File: src/itrd_pkg.sv
// Shared types, constants and helpers for the integer to radix digits block.
`default_nettype none

package itrd_pkg;

   // Dividend bits consumed per cycle by the shared divide unit.
   localparam int unsigned STEP_BITS = 4;
   // Bits of one digit; the radix never exceeds sixteen.
   localparam int unsigned DIGIT_W   = 4;
   localparam int unsigned RADIX_W   = 5;
   localparam int unsigned SYMBOL_W  = 8;

   // Configuration port geometry: 64-bit registers at byte address 8*i.
   localparam int unsigned CSR_DATA_W = 64;
   localparam int unsigned CSR_ADDR_W = 5;
   localparam int unsigned CSR_IDX_W  = 2;

   localparam logic [CSR_IDX_W-1:0] CSR_RADIX         = 2'd0;
   localparam logic [CSR_IDX_W-1:0] CSR_ALPHABET_LOW  = 2'd1;
   localparam logic [CSR_IDX_W-1:0] CSR_ALPHABET_HIGH = 2'd2;

   localparam logic [RADIX_W-1:0] RADIX_RESET = 5'd10;
   localparam logic [RADIX_W-1:0] RADIX_MIN   = 5'd2;

   typedef enum logic [2:0] {
      ST_IDLE,
      ST_DIVIDE,
      ST_FETCH,
      ST_LOAD,
      ST_ZERO
   } state_type;

   // Pick the alphabet byte for one digit value.
   function automatic logic [SYMBOL_W-1:0] symbol_of(
      input logic [CSR_DATA_W-1:0] alpha_low,
      input logic [CSR_DATA_W-1:0] alpha_high,
      input logic [DIGIT_W-1:0]    digit
   );
      logic [5:0] ofs;
      ofs = {digit[2:0], 3'b000};
      if (digit[3]) begin
         return alpha_high[ofs +: SYMBOL_W];
      end
      return alpha_low[ofs +: SYMBOL_W];
   endfunction

endpackage

`default_nettype wire

File: src/itrd_if.sv
// Valid/ready channel interfaces for the request and response sides.
`default_nettype none

interface itrd_req_if #(
   parameter int unsigned VALUE_WIDTH = 31
);
   logic                   valid;
   logic                   ready;
   logic [VALUE_WIDTH-1:0] value;

   modport source (output valid, output value, input ready);
   modport sink   (input valid, input value, output ready);
endinterface

interface itrd_rsp_if;
   logic       valid;
   logic       ready;
   logic [7:0] symbol;
   logic       is_last;
   logic       is_empty;

   modport source (output valid, output symbol, output is_last, output is_empty, input ready);
   modport sink   (input valid, input symbol, input is_last, input is_empty, output ready);
endinterface

`default_nettype wire

File: src/integer_to_radix_digits.sv
// Top level: converts an unsigned integer into alphabet characters in a configured radix.
//
// Usage:
//  - req_bus carries one value per transfer; rsp_bus returns its digits, most significant
//    first, one character per transfer, with is_last on the final one. A zero value
//    returns one transfer with symbol 0 and both is_last and is_empty set.
//  - The csr_ port holds radix (byte address 0), alphabet_low (8) and alphabet_high (16);
//    write them only while no conversion is in flight. Radix saturates to 2..MAX_RADIX.
//  - Each digit comes from repeated steps of the shared 4-bit-per-cycle divide unit;
//    once every digit is stored, each is read back from the digit store and loaded
//    into the output register.
//  - req_bus.ready is high only between items; the next value is taken while the last
//    character still waits in the output register.
//  - A stalled receiver holds the output register and the sequencer waits for it.
//  - Reset clears the sequencer and output valid and restores radix 10 and a zero
//    alphabet; the digit store needs no clearing since it is written before it is read.
`default_nettype none

module integer_to_radix_digits #(
   parameter int unsigned MAX_DIGITS  = 31,
   parameter int unsigned MAX_RADIX   = 16,
   parameter int unsigned VALUE_WIDTH = 31
) (
   input  wire logic                                clock,
   input  wire logic                                reset,
   itrd_req_if.sink                                 req_bus,
   itrd_rsp_if.source                               rsp_bus,
   input  wire logic                                csr_psel,
   input  wire logic                                csr_penable,
   input  wire logic                                csr_pwrite,
   input  wire logic [itrd_pkg::CSR_ADDR_W-1:0]     csr_paddr,
   input  wire logic [itrd_pkg::CSR_DATA_W-1:0]     csr_pwdata,
   output logic      [itrd_pkg::CSR_DATA_W-1:0]     csr_prdata,
   output logic                                     csr_pready
);
   import itrd_pkg::*;

   // Dividend padded to whole division steps.
   localparam int unsigned QW    = ((VALUE_WIDTH + STEP_BITS - 1) / STEP_BITS) * STEP_BITS;
   localparam int unsigned NSTEP = QW / STEP_BITS;
   localparam int unsigned SW    = (NSTEP > 1) ? $clog2(NSTEP) : 1;
   localparam int unsigned AW    = (MAX_DIGITS > 1) ? $clog2(MAX_DIGITS) : 1;
   localparam int unsigned CW    = $clog2(MAX_DIGITS + 1);

   localparam logic [SW-1:0]      LAST_STEP   = SW'(NSTEP - 1);
   localparam logic [CW-1:0]      LAST_DIGIT  = CW'(MAX_DIGITS - 1);
   localparam logic [RADIX_W-1:0] RADIX_LIMIT = RADIX_W'(MAX_RADIX);

   // ---------------------------------------------------------------- configuration
   logic [RADIX_W-1:0]    radix_ff,  radix_in;
   logic [CSR_DATA_W-1:0] alpha_lo_ff, alpha_lo_in;
   logic [CSR_DATA_W-1:0] alpha_hi_ff, alpha_hi_in;
   logic [CSR_IDX_W-1:0]  csr_idx;
   logic                  csr_write;
   logic [RADIX_W-1:0]    radix_eff;

   assign csr_pready = 1'b1;
   assign csr_idx    = csr_paddr[CSR_ADDR_W-1 -: CSR_IDX_W];
   assign csr_write  = csr_psel && csr_penable && csr_pwrite && csr_pready;

   always_comb begin
      radix_in    = radix_ff;
      alpha_lo_in = alpha_lo_ff;
      alpha_hi_in = alpha_hi_ff;
      if (csr_write) begin
         unique case (csr_idx)
            CSR_RADIX:         radix_in    = csr_pwdata[RADIX_W-1:0];
            CSR_ALPHABET_LOW:  alpha_lo_in = csr_pwdata;
            CSR_ALPHABET_HIGH: alpha_hi_in = csr_pwdata;
            default:           ;  // drop writes beyond the register list
         endcase
      end
   end

   always_comb begin
      unique case (csr_idx)
         CSR_RADIX:         csr_prdata = CSR_DATA_W'(radix_ff);
         CSR_ALPHABET_LOW:  csr_prdata = alpha_lo_ff;
         CSR_ALPHABET_HIGH: csr_prdata = alpha_hi_ff;
         default:           csr_prdata = '0;
      endcase
   end

   // Clamp the radix into the range the divide unit supports.
   always_comb begin
      priority if (radix_ff < RADIX_MIN) begin
         radix_eff = RADIX_MIN;
      end else if (radix_ff > RADIX_LIMIT) begin
         radix_eff = RADIX_LIMIT;
      end else begin
         radix_eff = radix_ff;
      end
   end

   // ---------------------------------------------------------------- sequencer state
   state_type              state_ff, state_in;
   logic [QW-1:0]          quot_ff, quot_in;
   logic [DIGIT_W-1:0]     rem_ff, rem_in;
   logic [SW-1:0]          step_ff, step_in;
   logic [CW-1:0]          count_ff, count_in;
   logic [AW-1:0]          rd_ptr_ff, rd_ptr_in;
   logic [DIGIT_W-1:0]     rd_data_ff;
   logic                   rsp_valid_ff, rsp_valid_in;
   logic [SYMBOL_W-1:0]    rsp_symbol_ff, rsp_symbol_in;
   logic                   rsp_last_ff, rsp_last_in;
   logic                   rsp_empty_ff, rsp_empty_in;

   logic                   req_accept;
   logic                   out_free;
   logic                   step_done;
   logic                   div_stop;
   logic                   rsp_load;
   logic                   wr_en;
   logic [DIGIT_W-1:0]     div_rem;
   logic [STEP_BITS-1:0]   div_quo;
   logic [QW-1:0]          quot_shift;

   logic [DIGIT_W-1:0]     digit_mem [MAX_DIGITS];

   // Hold ready low during reset so no transfer is taken and then dropped.
   assign req_bus.ready = (state_ff == ST_IDLE) && !reset;
   assign req_accept    = req_bus.valid && req_bus.ready;
   assign out_free      = !rsp_valid_ff || rsp_bus.ready;

   // Shared divide unit: top dividend bits in, quotient bits shifted in below.
   itrd_div_step u_div_step (
      .rem_i   (rem_ff),
      .bits_i  (quot_ff[QW-1 -: STEP_BITS]),
      .radix_i (radix_eff),
      .rem_o   (div_rem),
      .quo_o   (div_quo)
   );

   assign quot_shift = (quot_ff << STEP_BITS) | QW'(div_quo);
   assign step_done  = (step_ff == LAST_STEP);
   assign div_stop   = (quot_shift == '0) || (count_ff == LAST_DIGIT);

   // Next state.
   always_comb begin
      state_in = state_ff;
      unique case (state_ff)
         ST_IDLE: begin
            if (req_accept) begin
               state_in = (req_bus.value == '0) ? ST_ZERO : ST_DIVIDE;
            end
         end
         ST_DIVIDE: begin
            if (step_done && div_stop) begin
               state_in = ST_FETCH;
            end
         end
         ST_FETCH: begin
            state_in = ST_LOAD;
         end
         ST_LOAD: begin
            if (out_free) begin
               state_in = (rd_ptr_ff == '0) ? ST_IDLE : ST_FETCH;
            end
         end
         ST_ZERO: begin
            if (out_free) begin
               state_in = ST_IDLE;
            end
         end
         default: state_in = ST_IDLE;
      endcase
   end

   // Datapath and output register controls.
   always_comb begin
      quot_in       = quot_ff;
      rem_in        = rem_ff;
      step_in       = step_ff;
      count_in      = count_ff;
      rd_ptr_in     = rd_ptr_ff;
      wr_en         = 1'b0;
      rsp_load      = 1'b0;
      rsp_symbol_in = rsp_symbol_ff;
      rsp_last_in   = rsp_last_ff;
      rsp_empty_in  = rsp_empty_ff;
      unique case (state_ff)
         ST_IDLE: begin
            if (req_accept) begin
               quot_in  = QW'(req_bus.value);
               rem_in   = '0;
               step_in  = '0;
               count_in = '0;
            end
         end
         ST_DIVIDE: begin
            quot_in = quot_shift;
            if (step_done) begin
               // Store the finished digit and restart the remainder for the next one.
               wr_en     = 1'b1;
               rem_in    = '0;
               step_in   = '0;
               count_in  = CW'(count_ff + 1'b1);
               rd_ptr_in = count_ff[AW-1:0];
            end else begin
               rem_in  = div_rem;
               step_in = SW'(step_ff + 1'b1);
            end
         end
         ST_FETCH: ;
         ST_LOAD: begin
            if (out_free) begin
               rsp_load      = 1'b1;
               rsp_symbol_in = symbol_of(alpha_lo_ff, alpha_hi_ff, rd_data_ff);
               rsp_last_in   = (rd_ptr_ff == '0);
               rsp_empty_in  = 1'b0;
               if (rd_ptr_ff != '0) begin
                  rd_ptr_in = AW'(rd_ptr_ff - 1'b1);
               end
            end
         end
         ST_ZERO: begin
            if (out_free) begin
               rsp_load      = 1'b1;
               rsp_symbol_in = '0;
               rsp_last_in   = 1'b1;
               rsp_empty_in  = 1'b1;
            end
         end
         default: ;
      endcase
      // Hold valid until the receiver takes the transfer.
      if (rsp_load) begin
         rsp_valid_in = 1'b1;
      end else if (rsp_bus.ready) begin
         rsp_valid_in = 1'b0;
      end else begin
         rsp_valid_in = rsp_valid_ff;
      end
   end

   // Digit store: least significant digit at index zero, read back downward.
   always_ff @(posedge clock) begin
      if (wr_en) begin
         digit_mem[count_ff[AW-1:0]] <= div_rem;
      end
      rd_data_ff <= digit_mem[rd_ptr_ff];
   end

   always_ff @(posedge clock) begin
      if (reset) begin
         state_ff     <= ST_IDLE;
         rsp_valid_ff <= 1'b0;
         count_ff     <= '0;
         quot_ff      <= '0;
         radix_ff     <= RADIX_RESET;
         alpha_lo_ff  <= '0;
         alpha_hi_ff  <= '0;
      end else begin
         state_ff     <= state_in;
         rsp_valid_ff <= rsp_valid_in;
         count_ff     <= count_in;
         quot_ff      <= quot_in;
         radix_ff     <= radix_in;
         alpha_lo_ff  <= alpha_lo_in;
         alpha_hi_ff  <= alpha_hi_in;
      end
   end

   always_ff @(posedge clock) begin
      rem_ff        <= rem_in;
      step_ff       <= step_in;
      rd_ptr_ff     <= rd_ptr_in;
      rsp_symbol_ff <= rsp_symbol_in;
      rsp_last_ff   <= rsp_last_in;
      rsp_empty_ff  <= rsp_empty_in;
   end

   assign rsp_bus.valid    = rsp_valid_ff;
   assign rsp_bus.symbol   = rsp_symbol_ff;
   assign rsp_bus.is_last  = rsp_last_ff;
   assign rsp_bus.is_empty = rsp_empty_ff;

endmodule

`default_nettype wire

File: src/itrd_div_step.sv
// Restoring division step: folds STEP_BITS dividend bits into a remainder below the radix.
`default_nettype none

module itrd_div_step (
   input  wire logic [itrd_pkg::DIGIT_W-1:0]   rem_i,
   input  wire logic [itrd_pkg::STEP_BITS-1:0] bits_i,
   input  wire logic [itrd_pkg::RADIX_W-1:0]   radix_i,
   output logic      [itrd_pkg::DIGIT_W-1:0]   rem_o,
   output logic      [itrd_pkg::STEP_BITS-1:0] quo_o
);
   import itrd_pkg::*;

   always_comb begin
      logic [DIGIT_W-1:0] rem;
      logic [DIGIT_W:0]   trial;
      rem   = rem_i;
      quo_o = '0;
      // Walk the bits most significant first; subtract where the radix fits.
      for (int i = STEP_BITS - 1; i >= 0; i--) begin
         trial = {rem, bits_i[i]};
         if (trial >= radix_i) begin
            rem      = DIGIT_W'(trial - radix_i);
            quo_o[i] = 1'b1;
         end else begin
            rem = trial[DIGIT_W-1:0];
         end
      end
      rem_o = rem;
   end

endmodule

`default_nettype wire

File: src/flat_wrapper.sv
// flat-port wrapper written by rule: the top's interface ports become plain ports
module integer_to_radix_digits_flat import itrd_pkg::*;
#(
   parameter int unsigned MAX_DIGITS  = 31,
   parameter int unsigned MAX_RADIX   = 16,
   parameter int unsigned VALUE_WIDTH = 31
)
  (clock, reset, csr_psel, csr_penable, csr_pwrite, csr_paddr, csr_pwdata, csr_prdata, csr_pready, req_bus_valid, req_bus_value, req_bus_ready, rsp_bus_valid, rsp_bus_symbol, rsp_bus_is_last, rsp_bus_is_empty, rsp_bus_ready);
  itrd_req_if #(.VALUE_WIDTH(VALUE_WIDTH)) req_bus_i ();
  itrd_rsp_if rsp_bus_i ();
  input  wire logic clock;
  input  wire logic reset;
  input  wire logic csr_psel;
  input  wire logic csr_penable;
  input  wire logic csr_pwrite;
  input  wire logic [itrd_pkg::CSR_ADDR_W-1:0] csr_paddr;
  input  wire logic [itrd_pkg::CSR_DATA_W-1:0] csr_pwdata;
  output logic      [itrd_pkg::CSR_DATA_W-1:0] csr_prdata;
  output logic csr_pready;
  input wire logic [$bits(req_bus_i.valid)-1:0] req_bus_valid;
  input wire logic [$bits(req_bus_i.value)-1:0] req_bus_value;
  output wire logic [$bits(req_bus_i.ready)-1:0] req_bus_ready;
  output wire logic [$bits(rsp_bus_i.valid)-1:0] rsp_bus_valid;
  output wire logic [$bits(rsp_bus_i.symbol)-1:0] rsp_bus_symbol;
  output wire logic [$bits(rsp_bus_i.is_last)-1:0] rsp_bus_is_last;
  output wire logic [$bits(rsp_bus_i.is_empty)-1:0] rsp_bus_is_empty;
  input wire logic [$bits(rsp_bus_i.ready)-1:0] rsp_bus_ready;
  assign req_bus_i.valid = req_bus_valid;
  assign req_bus_i.value = req_bus_value;
  assign req_bus_ready = req_bus_i.ready;
  assign rsp_bus_valid = rsp_bus_i.valid;
  assign rsp_bus_symbol = rsp_bus_i.symbol;
  assign rsp_bus_is_last = rsp_bus_i.is_last;
  assign rsp_bus_is_empty = rsp_bus_i.is_empty;
  assign rsp_bus_i.ready = rsp_bus_ready;
  integer_to_radix_digits #(.MAX_DIGITS(MAX_DIGITS), .MAX_RADIX(MAX_RADIX), .VALUE_WIDTH(VALUE_WIDTH)) u_core (.clock(clock), .reset(reset), .req_bus(req_bus_i), .rsp_bus(rsp_bus_i), .csr_psel(csr_psel), .csr_penable(csr_penable), .csr_pwrite(csr_pwrite), .csr_paddr(csr_paddr), .csr_pwdata(csr_pwdata), .csr_prdata(csr_prdata), .csr_pready(csr_pready));
endmodule
File: config.mk
export PLATFORM = sky130hd
export DESIGN_NAME = integer_to_radix_digits_flat
export DESIGN_NICKNAME = d
export VERILOG_FILES = /design/src/itrd_pkg.sv /design/src/itrd_if.sv /design/src/integer_to_radix_digits.sv /design/src/itrd_div_step.sv /design/src/flat_wrapper.sv
export SDC_FILE = /design/constraint.sdc
export NUM_CORES = 1
export LEC_CHECK = 0
export ABC_AREA = 1
export BUFFER_PORTS_ARGS = -buffer_cell sky130_fd_sc_hd__buf_2
export CAP_MARGIN = 15
export CORE_MARGIN = 3
export CORE_UTILIZATION = 55
export DETAILED_ROUTE_END_ITERATION = 10
export HOLD_SLACK_MARGIN = 0.02
export PLACE_DENSITY = 0.76
export SYNTH_ARGS = -nofsm -noshare
export SYNTH_HDL_FRONTEND = slang
export SYNTH_SLANG_ARGS = --single-unit
File: constraint.sdc
create_clock -name clock -period 18.1 [get_ports clock]
set_input_delay 0.905 -clock clock [delete_from_list [all_inputs] [get_ports clock]]
set_output_delay 0.905 -clock clock [all_outputs]
set_load 0.03 [all_outputs]
==> reports/qor.csv <==
stage;metric;value;unit
power_and_ir_drop;Clk pwr share;0.168;
worst_setup_path;crit path kind;flop to flop;
place;DP HPWL;27500;um
clocking;H-tree depth;2;
worst_setup_path;CP most frequent cell;nand2_1;
worst_setup_path;CP peak stage delay;830;ps
detailed_routing;drt pass-1 iters;6;
detailed_routing;vias per inst;5.78;
detailed_routing;Routed Antenna Nets;0;
floorplanning;row cnt;60;
logic_synthesis;Syn Nets;1979;
global_routing;number of global-route vias before repair;12800;
floorplanning;Initial Util;0.566;
logic_synthesis;mapped cell area;15400;um^2
global_routing;pin count of the biggest net entering global routing;135;
floorplanning;# IOs;184;
global_routing;initial antenna violation count;2;
worst_setup_path;R2R Setup Slk;11310;ps
power_and_ir_drop;switching power;1.83;mW
logic_synthesis;post-synthesis cell type count;46;
floorplanning;die area;30100;um^2
clocking;CTS sink cnt;324;
logic_synthesis;Seq cells post-synth;324;
final_layout;design area;17500;um^2
clocking;root buffer cell;clkbuf_16;
detailed_routing;Total Wirelength;42400;um
detailed_routing;post-route DRC violation count;0;
final_layout;area taken by multi-input logic gates;6160;um^2
timing;Final Setup Violations;0;
timing;clock skew;14.8;ps
final_layout;layout cell share with drive strength beyond 1;0.142;
final_layout;register area;7950;um^2
timing;post-route setup TNS;0;ps
clocking;CTS resizes;0;
worst_hold_path;hold path cells;2;
timing;Worst slew margin;0.212;
power_and_ir_drop;leakage;6.74;nW
power_and_ir_drop;sequential power share;0.393;
logic_synthesis;Syn Inst Count;1841;
clocking;# hold bufs at CTS;0;
power_and_ir_drop;total power after layout;4.38;mW
logic_synthesis;Syn Area/Cell;8.38;um^2
final_layout;Util after Layout;0.641;
power_and_ir_drop;switch share;0.418;
final_layout;most frequent cells in the layout;o21ai_0, nand2_1, nor2_1;
worst_setup_path;critical path required time;18250;ps
floorplanning;Die Wd;174;um
logic_synthesis;register area share after synthesis;0.515;
clocking;post-CTS setup buffer count;0;
worst_setup_path;R2R depth;35;
worst_setup_path;Max FO, Critical Path;31;
detailed_routing;Iteration-0 DRC Markers;1604;
worst_setup_path;Arrival @ worst endpoint;6940;ps
global_routing;Total GRT Usage;0.272;
power_and_ir_drop;Power Density;251;nW/um^2
final_layout;Layout area overhead;13.1;%
clocking;clock-pin slew on the worst setup and hold paths;60;ps
outcome;outcome;complete, no violations;
place;port bufs;179;
worst_setup_path;CP Launch Type;flop;
worst_hold_path;worst min path class;flop to flop;
timing;RSZ-0062 raised after global routing;no;
timing;Fin Hold WS;469;ps
final_layout;most common cell after layout, fill and taps aside;o21ai_0;
power_and_ir_drop;internal cell power;2.55;mW
timing;Final min period;6790;ps
timing;max-slew violations;0;
run;maxcap violations;0;
detailed_routing;DR vias;13600;
clocking;clock latency on the worst-skew pair;520;ps
floorplanning;CORE AREA;27300;um^2
power_and_ir_drop;Worst VDD drop;474;uV
global_routing;global-route wire length before repair;67500;um
timing;endpoints failing hold;0;
final_layout;layout net count;2090;
clocking;CTS Buf Count;36;
worst_setup_path;critical path capture point type;flop;
clocking;CTS Buffer Depth;3;
timing;Worst Max-Slew Pin Slew;1180;ps
worst_setup_path;Crit-path slowest cell;inv_1;
timing;fmax;147;MHz
detailed_routing;drt wl/cell;18.0;um
place;dpl cell area;16200;um^2
global_routing;total congestion overflow;0;
timing;fin crit share;0.375;
floorplanning;die height;174;um
place;RD Place Congestion;0.883;
power_and_ir_drop;logic gate share of total power;0.439;
logic_synthesis;Warnings, synthesis;0;
final_layout;FILL cells;2341;
clocking;CTS tree;yes;
## synth_stat cells (all sizes together)
library cell | instances | share of area
a21boi | 1 | 0.00049
a21o | 1 | 0.00049
a21oi | 184 | 0.060
a221oi | 4 | 0.0023
a22oi | 1 | 0.00049
a31oi | 27 | 0.011
and2 | 1 | 0.00041
buf | 59 | 0.028
clkbuf | 59 | 0.014
clkinv | 3 | 0.0011
conb | 1 | 0.00024
dfxtp | 178 | 0.23
edfxtp | 146 | 0.28
fa | 4 | 0.0052
ha | 27 | 0.022
inv | 177 | 0.043
nand2 | 232 | 0.058
nand3 | 64 | 0.021
nand3b | 1 | 0.00049
nand4 | 1 | 0.00041
nor2 | 227 | 0.058
nor3 | 2 | 0.00065
nor4 | 1 | 0.00041
o211ai | 30 | 0.015
o21ai | 329 | 0.11
o221ai | 5 | 0.0028
o22a | 2 | 0.0011
o22ai | 62 | 0.025
o31ai | 1 | 0.00049
or2 | 1 | 0.00041
xnor2 | 3 | 0.0017
xor2 | 7 | 0.0040
## path summary, 6_finish.rpt
check	end	startpoint
max	u_core.digit_mem[8][1]	u_core.radix_ff[1]
min	u_core.quot_ff[31]	u_core.quot_ff[31]
max reg2reg	u_core.digit_mem[8][1]	u_core.radix_ff[1]
min reg2reg	u_core.quot_ff[31]	u_core.quot_ff[31]
## critical path: cells and delay by family (launching register included)
family | cells | cell delay [ps]
AOI/OAI and AO/OA | 5 | 770
adders and majority gates | 4 | 1270
buffers and inverters | 4 | 1140
DFF | 1 | 330
and+or+nand+nor | 22 | 2870
## logic make-up after synthesis
family | Yosys count | synth area share
xor+xnor | 10 | 0.00567
compound gates | 647 | 0.226
fa+ha+maj | 31 | 0.0271
flops | 324 | 0.515
buf+inv | 298 | 0.0861
other cells | 1 | 0.000243
simple gates | 530 | 0.140
## power by group through the flow
| stage | sequential [mW] | combinational, mW | clock (mW) |
|---|---|---|---|
| after floorplan | 1.74 | 1.17 | 0 |
| after global placement | 1.76 | 1.74 | 0 |
| after detailed placement | 1.75 | 1.80 | 0 |
| after CTS | 1.74 | 1.81 | 0.744 |
| after global routing | 1.70 | 2.12 | 0.778 |
| final | 1.72 | 1.92 | 0.737 |
## sequential cells by signal, summed over array words and instances, names as in the netlist
name,flops
u_core.rsp_bus.valid,1
u_core.rsp_bus.is_empty,1
u_core.rsp_bus.is_last,1
u_core.rem_ff,4
u_core.quot_ff,32
u_core.step_ff,3
u_core.alpha_hi_ff,64
u_core.digit_mem,124
u_core.state_ff,3
u_core.radix_ff,5
u_core.rd_ptr_ff,5
u_core.rd_data_ff,4
u_core.rsp_bus.symbol,8
u_core.alpha_lo_ff,64
u_core.count_ff,5
## stage by stage
| step | instances | worst slack [ps] |
|---|---|---|
| 2_1_floorplan | 1841 | 12380 |
| 3_3_place_gp | 2285 | 11560 |
| 3_5_place_dp | 2285 | 11300 |
| 4_1_cts | 2350 | 11260 |
| 5_1_grt | 2353 | 10590 |
| 6_report | 2353 | 11310 |
## layer usage
| metal | share of wire | global-route usage | vias to the layer above |
|---|---|---|---|
| met3 | 0.080 | 0.0425 | 84 |
| met4 | 0.026 | 0.0760 | 0 |
| met2 | 0.47 | 0.428 | 607 |
| li1 | - | - | 6555 |
| met5 | 0 | 0 | - |
| met1 | 0.43 | 0.391 | 6366 |
## cell type report
type                            instances  share of cell area
Sequential cell                       324               0.456
Multi-Input combinational cell       1219               0.353
Timing Repair Buffer                  191              0.0576
Clock buffer                           43              0.0543
Inverter                              180              0.0391
Tap cell                              372              0.0267
Clock inverter                         22              0.0136
Antenna cell                            2            0.000287
Note: power is estimated with default switching activity, not from simulation.
